$ cat src/hdl/svw_pkg.sv
`default_nettype none

package svw_pkg;

	// Field and register widths.
	localparam int DATA_BITS = 32;
	localparam int MAX_TRUNC = 1023;
	localparam int TRUNC_W   = 10;
	localparam int RAD_W     = 24;
	localparam int CFG_W     = 24;

	// Coefficients are Q1.30 in a signed word.
	localparam int CW = 32;

	// Accumulator and shared multiplier sizes.
	localparam int ACC_W  = CW + DATA_BITS;
	localparam int LO_W   = ACC_W / 2;
	localparam int HI_W   = ACC_W - LO_W;
	localparam int MUL_W  = ((LO_W + 1) > (CW + 1)) ? (LO_W + 1) : (CW + 1);
	localparam int PROD_W = 2 * MUL_W;

	// Register indexes of the configuration port.
	localparam logic CFG_TRUNC  = 1'b0;
	localparam logic CFG_RADIUS = 1'b1;

	localparam logic [TRUNC_W-1:0] TRUNC_RESET  = 10'd63;
	localparam logic [RAD_W-1:0]   RADIUS_RESET = 24'd6371000;

	// Operations of the coefficient unit.
	localparam logic OP_DD = 1'b0;
	localparam logic OP_SS = 1'b1;

	typedef struct packed {
		logic signed [DATA_BITS-1:0] vor_re;
		logic signed [DATA_BITS-1:0] vor_im;
		logic signed [DATA_BITS-1:0] div_re;
		logic signed [DATA_BITS-1:0] div_im;
	} in_t;

	typedef struct packed {
		logic signed [DATA_BITS-1:0] u_re;
		logic signed [DATA_BITS-1:0] u_im;
		logic signed [DATA_BITS-1:0] v_re;
		logic signed [DATA_BITS-1:0] v_im;
		logic [TRUNC_W-1:0]          order_m;
		logic [TRUNC_W-1:0]          degree_n;
		logic                        field_end;
	} out_t;

	typedef struct packed {
		logic               start;
		logic               op;
		logic [TRUNC_W-1:0] m;
		logic [TRUNC_W-1:0] n;
	} coef_req_t;

endpackage

`default_nettype wire

$ cat src/hdl/svw_mul.sv
`default_nettype none

// Shared signed multiplier with a registered product.
module svw_mul (
	input  wire logic                                   clk,
	input  wire logic signed [svw_pkg::MUL_W-1:0]       a,
	input  wire logic signed [svw_pkg::MUL_W-1:0]       b,
	output logic signed [svw_pkg::PROD_W-1:0]           p
);

	logic signed [svw_pkg::PROD_W-1:0] prod_s1;

	always_ff @(posedge clk) begin
		prod_s1 <= svw_pkg::PROD_W'(a) * svw_pkg::PROD_W'(b);
	end

	assign p = prod_s1;

endmodule

`default_nettype wire

$ cat config.mk
export PLATFORM = sky130hd
export DESIGN_NAME = svw_mul
export DESIGN_NICKNAME = d
export VERILOG_FILES = /design/src/hdl/svw_pkg.sv /design/src/hdl/svw_mul.sv
export SDC_FILE = /design/constraint.sdc
export NUM_CORES = 2
export LEC_CHECK = 0
export BUFFER_PORTS_ARGS = -buffer_cell sky130_fd_sc_hd__buf_2
export CAP_MARGIN = 20
export CORE_MARGIN = 2
export CORE_UTILIZATION = 59
export CTS_BUF_LIST = sky130_fd_sc_hd__clkbuf_16
export DETAILED_ROUTE_END_ITERATION = 6
export PLACE_DENSITY_LB_ADDON = 0.15
export SLEW_MARGIN = 5
export SYNTH_ARGS = -nofsm -noshare
export SYNTH_HDL_FRONTEND = slang
export SYNTH_SLANG_ARGS = --single-unit
$ cat constraint.sdc
create_clock -name clk -period 18.75 [get_ports clk]
set_input_delay 2.8125 -clock clk [delete_from_list [all_inputs] [get_ports clk]]
set_output_delay 2.8125 -clock clk [all_outputs]
set_load 0.02 [all_outputs]
==> results.tsv <==
stage	metric	value	unit
clock_network	cts_made_buffers	9	
sta	relSlewSlack	0.3434	
yosys	syn_avg_cell_area	9.390	sq um
global_routing	track_usage	0.3185	
hold_path	hp-start	b[0]	
yosys	synth_cell_types	80	
global_routing	grt_pass1_vias	31275	
sta	slew_viol_final	0	
clock_network	clk_pin_slew_worst_paths	70	ps
route	viasPerCell	5.526	
route	avgRoutedWirePerCell	20.66	microns
yosys	synth_area	40730	sq um
sta	setup_tns	0	ps
sta	fin_crit_sh	0.5616	
worst_setup_path	critPathSlowestCell	fa_1	
yosys	synth_edf_count	0	
sta	fin_crit	10530	ps
final_layout	final_common_cell	fa_1	
hold_path	hold_path_class	in -> reg	
placed_design	dp_hpwl	86.91	mm
sta	finalHoldViolCount	0	
clock_network	cts_tree	yes	
global_routing	grt_pass1_wl	171.1	mm
clock_network	cts.sinks	66	
floorplanning	core	68470	sq um
worst_setup_path	slowest_delay	1160	ps
sta	final.setup.worst_slack	8220	ps
route	routed_wl	106.5	mm
final_layout	nNetsFinal	5697	
floorplanning	io_pins	133	
status	status	complete, no violations	
worst_setup_path	critical_path.endpoint_type	register	
placed_design	dp_slack	7877	ps
global_routing	grt_max_degree	34	
final_layout	largest_register_ffs	66	
worst_setup_path	arrival	10800	ps
worst_setup_path	path_delay_family	adder cells	
final_layout	area_delta_synth_final	3.176	%
global_routing	grt_use_met2	0.5579	
global_routing	antenna_found_initial	9	
worst_setup_path	critical_path_required	19020	ps
floorplanning	initial_utilization	0.5950	
sta	worst_pin_slew	983.8	ps
floorplanning	die_w	266.8	microns
worst_setup_path	crit_type	in -> reg	
worst_setup_path	crit_buf_inv	6	
sta	rsz0062_at_grt	no	
route	antenna_left	0	
sta	holdWs	3012	ps
clock_network	cts_max_level	3	
sta	finalSetupViolations	0	
placed_design	gp_congestion	0.9143	
global_routing	gr-total-overflow	0	
worst_setup_path	cp-start-kind	input port	
final_layout	stdcell_area	42030	sq um
clock_network	cts_resized	0	
hold_path	min_to	p[0]	
yosys	synth_top_cell_by_area	fa_1	
sta	max_freq	0.09497	GHz
global_routing	use_met1	0.3825	
yosys	yosysSeqAreaShare	0.03244	
hold_path	whs_path_depth	2	
route	drtPass1Iterations	5	
yosys	yosysWarnings	0	
yosys	synth-main-ff-cell	dfxtp_1	
job	cap_violations	0	
yosys	synthArstFlopShare	0	
global_routing	grtUsageMet3	0.03561	
yosys	synth.area.top_cells	fa_1 56%, inv_1 10%, and2_1 8.6%, ha_1 6.7%, nand2_1 5.1%	
floorplanning	row_count	96	
route	drc_errors	0	
yosys	syn-instance-count	4338	
final_layout	final_cell_mix	1145 x fa_1, 1131 x inv_1, 562 x and2_1	
clock_network	postCtsSetupBuffers	0	
clock_network	ctsLongestPathBuffers	2	
yosys	syn_nets	5767	
route	drt-initial-drc-count	1681	
clock_network	cts_root_buf	clkbuf_16	
worst_setup_path	path_cells	buf_2, nand2_1, inv_1, fa_1, fa_1, inv_1, fa_1, inv_1, fa_1, fa_1, fa_1, fa_1, inv_1, fa_1, inv_1, ha_1, and3_1, nand3_1, nand2b_1, a2111oi_4, a211oi_4, a21o_2, a21o_1, a211oi_2	
clock_network	hold_buffers	0	
floorplanning	die_h	266.8	microns
worst_setup_path	cpMostUsedCell	fa_1	
yosys	yosysTopAreaCellShare	0.5627	
global_routing	grt-busiest-layer	met2	
worst_setup_path	path_max_fanout	33	
final_layout	drive_gt1_frac	0.04517	
placed_design	place_area	41690	sq um
floorplanning	die_area	71160	sq um
placed_design	io_buffers	132	
yosys	ys_ff_latch	66	
route	vias	28491	
## worst max-delay path by stage
stage | end | depth (start not counted) | startpoint
6_report | p[62] | 24 | b[6]
5_1_grt | p[58] | 24 | b[6]
4_1_cts | p[62] | 24 | b[6]
3_5_place_dp | p[58] | 24 | b[6]
3_3_place_gp | p[62] | 24 | b[6]
2_1_floorplan | p[62] | 23 | a[32]
## stage by stage
| step | std cells | util |
|---|---|---|
| 3_3_place_gp | 5137 | 0.6090 |
| 5_1_grt | 5156 | 0.6139 |
| 4_1_cts | 5153 | 0.6134 |
| 2_1_floorplan | 4338 | - |
| 6_report | 5156 | 0.6139 |
| 3_5_place_dp | 5137 | 0.6090 |
## synthesized netlist by cell type, types with 3 or more instances
library cell and count:
a21oi_1 57, xnor2_1 43, nand4_1 11, ha_1 217, o21bai_1 11, and3_1 5
a211oi_1 7, a21oi_2 3, and2_1 562, a211oi_2 3, a211o_1 6, nor2_1 68
and4_1 5, o21ai_0 25, or2_2 3, o21ai_1 6, buf_2 11, nand2b_1 12
or3_1 3, nand2_1 551, fa_1 1145, a31oi_1 8, clkbuf_1 208, nor2b_1 5
dfxtp_1 66, inv_1 1131, nand3_1 25, xor2_1 25, nor3_1 7, o21a_1 6
o211ai_1 4, a21o_1 36, o31ai_4 3
## area by class of cell
cell class | instances | area (sq um)
multi-input combinational | 2920 | 34320
fill | 6037 | 26440
inverter | 1131 | 4245
sequential | 66 | 1321
tap | 882 | 1104
timing repair buffer | 140 | 735.7
clock buffer | 9 | 225.2
clock inverter | 7 | 77.57
antenna | 1 | 2.502
## kinds of logic after synthesis
family                   share of synthesized area
flip-flops                                 0.03244
AO/OA/AOI/OAI                              0.04067
XOR/XNOR                                   0.01462
adder cells (fa/ha/maj)                     0.6294
buffers and inverters                       0.1251
AND/OR/NAND/NOR                             0.1578
## metal layers
metal  part of all wire  vias to the layer above
li1                   -                    12189
met3              0.052                      300
met5            0.00068                        -
met1               0.36                    15037
met4              0.071                       10
met2               0.52                      955
Power is left out: the tool's default activity adds up to more than one toggle a clock period on the data nets, which glitch-free logic cannot reach.
