`src/hdl/svw_pkg.sv`:
```
`default_nettype none

package svw_pkg;

	// Field and register widths.
	localparam int DATA_BITS = 32;
	localparam int MAX_TRUNC = 1023;
	localparam int TRUNC_W   = 10;
	localparam int RAD_W     = 24;
	localparam int CFG_W     = 24;

	// Coefficients are Q1.30 in a signed word.
	localparam int CW = 32;

	// Accumulator and shared multiplier sizes.
	localparam int ACC_W  = CW + DATA_BITS;
	localparam int LO_W   = ACC_W / 2;
	localparam int HI_W   = ACC_W - LO_W;
	localparam int MUL_W  = ((LO_W + 1) > (CW + 1)) ? (LO_W + 1) : (CW + 1);
	localparam int PROD_W = 2 * MUL_W;

	// Register indexes of the configuration port.
	localparam logic CFG_TRUNC  = 1'b0;
	localparam logic CFG_RADIUS = 1'b1;

	localparam logic [TRUNC_W-1:0] TRUNC_RESET  = 10'd63;
	localparam logic [RAD_W-1:0]   RADIUS_RESET = 24'd6371000;

	// Operations of the coefficient unit.
	localparam logic OP_DD = 1'b0;
	localparam logic OP_SS = 1'b1;

	typedef struct packed {
		logic signed [DATA_BITS-1:0] vor_re;
		logic signed [DATA_BITS-1:0] vor_im;
		logic signed [DATA_BITS-1:0] div_re;
		logic signed [DATA_BITS-1:0] div_im;
	} in_t;

	typedef struct packed {
		logic signed [DATA_BITS-1:0] u_re;
		logic signed [DATA_BITS-1:0] u_im;
		logic signed [DATA_BITS-1:0] v_re;
		logic signed [DATA_BITS-1:0] v_im;
		logic [TRUNC_W-1:0]          order_m;
		logic [TRUNC_W-1:0]          degree_n;
		logic                        field_end;
	} out_t;

	typedef struct packed {
		logic               start;
		logic               op;
		logic [TRUNC_W-1:0] m;
		logic [TRUNC_W-1:0] n;
	} coef_req_t;

endpackage

`default_nettype wire

```
`src/hdl/svw_coef.sv`:
```
`default_nettype none

// Iterative coefficient unit: restoring divider, one quotient bit a cycle,
// followed for dd by an integer square root, one result bit a cycle.
module svw_coef (
	input  wire logic                             clk,
	input  wire logic                             arst_n,
	input  wire svw_pkg::coef_req_t               req,
	output logic                                  done,
	output logic signed [svw_pkg::CW-1:0]         coef
);

	localparam int NN_W  = 2 * svw_pkg::TRUNC_W;
	localparam int DVS_W = 2 * NN_W + 3;
	localparam int Q_W   = 2 * svw_pkg::CW - 2;
	localparam int CNT_W = $clog2(Q_W);

	localparam logic [2:0] C_IDLE  = 3'd0;
	localparam logic [2:0] C_PREP1 = 3'd1;
	localparam logic [2:0] C_PREP2 = 3'd2;
	localparam logic [2:0] C_DIV   = 3'd3;
	localparam logic [2:0] C_SQRT  = 3'd4;

	logic [2:0]                   st_q;
	logic                         done_q;
	logic                         op_q;
	logic                         zero_q;
	logic [svw_pkg::TRUNC_W-1:0]  m_q;
	logic [svw_pkg::TRUNC_W-1:0]  n_q;
	logic [NN_W-1:0]              nn_q;
	logic [NN_W-1:0]              mm_q;
	logic [DVS_W-1:0]             dvs_q;
	logic [DVS_W-1:0]             rem_q;
	logic [Q_W-1:0]               dnd_q;
	logic [Q_W-1:0]               quo_q;
	logic [Q_W-1:0]               res_q;
	logic [Q_W-1:0]               bit_q;
	logic [CNT_W-1:0]             cnt_q;
	logic signed [svw_pkg::CW-1:0] coef_q;

	logic [NN_W+1:0]   f4_w;
	logic [NN_W:0]     np_w;
	logic [2*NN_W+1:0] pd_w;
	logic [DVS_W:0]    r2_w;
	logic              ge_w;
	logic [Q_W-1:0]    quo_nx_w;
	logic [Q_W-1:0]    sum_w;
	logic              take_w;
	logic [Q_W-1:0]    res_nx_w;
	logic [Q_W-1:0]    rnd_w;

	always_comb begin
		f4_w     = ((NN_W + 2)'(nn_q) << 2) - (NN_W + 2)'(1);
		np_w     = (NN_W + 1)'(nn_q) + (NN_W + 1)'(n_q);
		pd_w     = (2 * NN_W + 2)'(f4_w) * (2 * NN_W + 2)'(nn_q);
		r2_w     = {rem_q, dnd_q[Q_W-1]};
		ge_w     = r2_w >= (DVS_W + 1)'(dvs_q);
		quo_nx_w = {quo_q[Q_W-2:0], ge_w};
		sum_w    = res_q + bit_q;
		take_w   = quo_q >= sum_w;
		res_nx_w = take_w ? ((res_q >> 1) + bit_q) : (res_q >> 1);
		rnd_w    = (res_nx_w + Q_W'(1)) >> 1;
	end

	always_ff @(posedge clk or negedge arst_n) begin
		if (!arst_n) begin
			st_q   <= C_IDLE;
			done_q <= 1'b0;
		end else begin
			done_q <= 1'b0;
			case (st_q)
				C_IDLE: begin
					if (req.start) begin
						st_q <= C_PREP1;
					end
				end
				C_PREP1: begin
					st_q <= C_PREP2;
				end
				C_PREP2: begin
					if (zero_q) begin
						done_q <= 1'b1;
						st_q   <= C_IDLE;
					end else begin
						st_q <= C_DIV;
					end
				end
				C_DIV: begin
					if (cnt_q == CNT_W'(Q_W - 1)) begin
						if (op_q == svw_pkg::OP_DD) begin
							st_q <= C_SQRT;
						end else begin
							done_q <= 1'b1;
							st_q   <= C_IDLE;
						end
					end
				end
				C_SQRT: begin
					if (bit_q == Q_W'(1)) begin
						done_q <= 1'b1;
						st_q   <= C_IDLE;
					end
				end
				default: begin
					st_q <= C_IDLE;
				end
			endcase
		end
	end

	always_ff @(posedge clk) begin
		case (st_q)
			C_IDLE: begin
				if (req.start) begin
					op_q   <= req.op;
					m_q    <= req.m;
					n_q    <= req.n;
					zero_q <= (req.n == '0) ||
						((req.op == svw_pkg::OP_DD) && (req.n <= req.m));
				end
			end
			C_PREP1: begin
				nn_q <= NN_W'(n_q) * NN_W'(n_q);
				mm_q <= NN_W'(m_q) * NN_W'(m_q);
			end
			C_PREP2: begin
				quo_q <= '0;
				cnt_q <= '0;
				if (zero_q) begin
					coef_q <= '0;
				end
				if (op_q == svw_pkg::OP_DD) begin
					dvs_q <= DVS_W'(pd_w);
					rem_q <= DVS_W'(nn_q - mm_q);
					dnd_q <= '0;
				end else begin
					dvs_q <= DVS_W'({np_w, 1'b0});
					rem_q <= '0;
					dnd_q <= Q_W'({m_q, {(svw_pkg::CW - 1){1'b0}}}) + Q_W'(np_w);
				end
			end
			C_DIV: begin
				rem_q <= ge_w ? DVS_W'(r2_w - (DVS_W + 1)'(dvs_q)) : DVS_W'(r2_w);
				quo_q <= quo_nx_w;
				dnd_q <= dnd_q << 1;
				cnt_q <= cnt_q + CNT_W'(1);
				if (cnt_q == CNT_W'(Q_W - 1)) begin
					res_q  <= '0;
					bit_q  <= Q_W'(1) << (Q_W - 2);
					coef_q <= -$signed(quo_nx_w[svw_pkg::CW-1:0]);
				end
			end
			C_SQRT: begin
				if (take_w) begin
					quo_q <= quo_q - sum_w;
				end
				res_q <= res_nx_w;
				bit_q <= bit_q >> 2;
				if (bit_q == Q_W'(1)) begin
					coef_q <= -$signed(rnd_w[svw_pkg::CW-1:0]);
				end
			end
			default: begin
			end
		endcase
	end

	assign done = done_q;
	assign coef = coef_q;

endmodule

`default_nettype wire

```
`config.mk`:
```
export PLATFORM = sky130hd
export DESIGN_NAME = svw_coef
export DESIGN_NICKNAME = d
export VERILOG_FILES = /design/src/hdl/svw_pkg.sv /design/src/hdl/svw_coef.sv
export SDC_FILE = /design/constraint.sdc
export NUM_CORES = 2
export LEC_CHECK = 0
export BUFFER_PORTS_ARGS = -buffer_cell sky130_fd_sc_hd__buf_2
export CAP_MARGIN = 25
export CELL_PAD_IN_SITES_DETAIL_PLACEMENT = 1
export CELL_PAD_IN_SITES_GLOBAL_PLACEMENT = 1
export CORE_MARGIN = 10
export CORE_UTILIZATION = 30
export DETAILED_ROUTE_END_ITERATION = 6
export HOLD_SLACK_MARGIN = 0.15
export PLACE_DENSITY = 0.52
export RECOVER_POWER = 25
export SLEW_MARGIN = 20
export SYNTH_ARGS = -nofsm -noshare
export SYNTH_HDL_FRONTEND = slang
export SYNTH_SLANG_ARGS = --single-unit
```
`constraint.sdc`:
```
create_clock -name clk -period 13.7 [get_ports clk]
set_input_delay 2.055 -clock clk [delete_from_list [all_inputs] [get_ports clk]]
set_output_delay 2.055 -clock clk [all_outputs]
set_load 0.05 [all_outputs]
```
==> results.json <==
{
  "status": "finished, violations left",
  "failed_checks": "capacitance limit, slew limit",
  "synth_top_cell_area_share": 0.245,
  "io_buffer_count": 56,
  "die_w_um": 424,
  "clock-root-buffer": "clkbuf_16",
  "hpwl_um": 119000,
  "grt_use_total": 0.170,
  "nFillCells": 18802,
  "cp_common_cell": "nand2_1",
  "finalNonFillerCells": 7463,
  "synth.distinct_cells": 108,
  "cp-end-kind": "register",
  "grt_max_degree": 127,
  "crit_fanout": 16,
  "wire_per_inst_um": 20.8,
  "place_inst": 7358,
  "hold_violations": 0,
  "cts_made_buffers": 55,
  "synth_cells": 5245,
  "ff_latch_area_um2": 12100,
  "die-area_um2": 180000,
  "rsz0062_at_grt": "no",
  "min_period_ns": 11.24,
  "pin_count": 57,
  "grt_antenna_before_repair": 1,
  "yosysTopAreaCell": "edfxtp_1",
  "start_kind": "register",
  "finClkSkew_ns": 0.0722,
  "fin_tns_setup_ns": 0,
  "arrival_ns": 11.63,
  "crit_slowest_cell": "nor4_4",
  "max_stage_delay_ns": 0.60,
  "via_per_inst": 4.97,
  "multi_input_area_um2": 33800,
  "overflow": 0,
  "worst-path-buf-inv": 0,
  "finalSetupViolations": 0,
  "yosys_most_used_dff": "edfxtp_1",
  "ys_seq_area_frac": 0.247,
  "path_clk_slew_ns": 0.06,
  "cp.required_ns": 14.08,
  "antenna_left": 0,
  "avgSynthCellArea_um2": 9.35,
  "clockBufferDepth": 3,
  "synth-edff-count": 400,
  "synthTopCellsByArea": "edfxtp_1 (24%), fa_1 (18%), ha_1 (13%)",
  "die_h_um": 424,
  "slew-limit-headroom": -0.952,
  "first_pass_iters": 5,
  "clk_latency_ns": 0.69,
  "synth.most_common_cell": "inv_1",
  "async_flop_share": 0.00990,
  "netlist_area_um2": 49000,
  "fp-row-count": 148,
  "crit_type": "reg -> reg",
  "hp-class": "reg -> reg",
  "drt-initial-drc-count": 1617,
  "cts_tree": "done",
  "grt_pass1_vias": 40074,
  "yosysWarningCount": 0,
  "final_nets": 6205,
  "syn2layout_area_growth_pct": 9.47,
  "core-area_um2": 163000,
  "drc_errors": 0,
  "max_freq_mhz": 88.9,
  "start_util": 0.302,
  "max_cap_violations": 4,
  "timing.final.crit_share": 0.821,
  "place.gp.congestion": 0.816,
  "ys_ff_latch": 404,
  "critPathTopFamily": "compound AO/OA/AOI/OAI gates",
  "post_cts_buffers": 0,
  "drive_gt1_frac": 0.0505,
  "cts_resized": 0,
  "worst_pin_slew_ns": 2.91,
  "num_vias": 37074,
  "slew_violations": 197,
  "grt_pass1_wl_um": 243000,
  "synth_commonest_cells": "inv_1 (664), ha_1 (490), fa_1 (450)",
  "cts.sinks": 404,
  "cts_hold_buf": 0,
  "totalWireLength_um": 155000,
  "htree_levels": 2
}
==> final timing paths <==
path	from	slack, ns	endpoint	cells past startpoint
min reg2reg	dnd_q[31]$_DFFE_PP_	0.51	dnd_q[32]$_DFFE_PP_	2
min in group asynchronous	arst_n	1.26	done$_DFF_PN0_	1
max reg2reg	res_q[4]$_SDFFCE_PN0P_	2.46	coef[27]$_DFFE_PP_	39
max in group asynchronous	arst_n	12.23	st_q[2]$_DFFE_PN0P_	1
min	dnd_q[31]$_DFFE_PP_	0.51	dnd_q[32]$_DFFE_PP_	2
max	res_q[4]$_SDFFCE_PN0P_	2.46	coef[27]$_DFFE_PP_	39
==> metal layers <==
metal | up-vias | GRT usage | share of wire
li1 | 17840 | - | -
met1 | 18740 | 0.226 | 0.46
met2 | 349 | 0.299 | 0.49
met3 | 145 | 0.0150 | 0.021
met4 | 0 | 0.0391 | 0.024
met5 | - | 0 | 0
==> stage by stage <==
stage / worst slack, ns / area [µm²] / hold WS (ns) / utilization
floorplan: 2.53 / 49100 / 0.484 / -
global placement: 2.61 / 51900 / 0.491 / 0.319
detailed placement: 2.36 / 51900 / 0.508 / 0.319
CTS: 2.41 / 53700 / 0.517 / 0.330
global route: 1.51 / 53700 / 0.541 / 0.330
finish: 2.46 / 53700 / 0.513 / 0.330
==> registers in the layout, summed over array words and instances, names as in the netlist <==
register / flops
bit_q: 31
cnt_q: 6
coef: 32
dnd_q: 62
done: 1
dvs_q: 42
m_q: 10
mm_q: 19
n_q: 10
nn_q: 19
op_q: 1
quo_q: 62
rem_q: 43
res_q: 62
st_q: 3
zero_q: 1
==> worst register-to-register path, delay by kind of cell (launching register included) <==
kind,cells,cell delay [ns]
compound gates,17,5.04
mux,1,0.33
simple gates,16,3.59
fa+ha+maj,3,0.97
flops,1,0.59
xor+xnor,2,0.52
==> cells in the final DEF (no fill, tap or decap), types with 177 or more instances in the layout <==
cell type / netlist / routed
nand2_1: 376 / 375
inv_1: 664 / 663
a21oi_1: 226 / 225
o21ai_0: 248 / 245
nor2_1: 376 / 373
xor2_1: 177 / 177
nand2b_1: 255 / 255
edfxtp_1: 400 / 400
xnor2_1: 219 / 219
ha_1: 490 / 490
fa_1: 450 / 450
==> logic make-up after synthesis <==
group / count (synthesis) / share of synthesized area
AOI/OAI and AO/OA: 982 / 0.129
muxes: 58 / 0.0121
adders and majority gates: 940 / 0.309
buffers and inverters: 872 / 0.0675
other: 2 / 0.000153
and+or+nand+nor: 1590 / 0.164
DFF: 404 / 0.247
xor gates and xnor gates: 397 / 0.0711
==> area by class of cell <==
cell class,instances,share of cell area
antenna,1,0.0000466
timing repair buffer,118,0.0136
tap,2175,0.0507
clock inverter,37,0.00660
sequential,404,0.226
clock buffer,66,0.0272
inverter,672,0.0471
multi-input combinational,3990,0.629
Power is not shown: default switching activity piles up to over one toggle a cycle in this logic, so the estimate is an artifact.
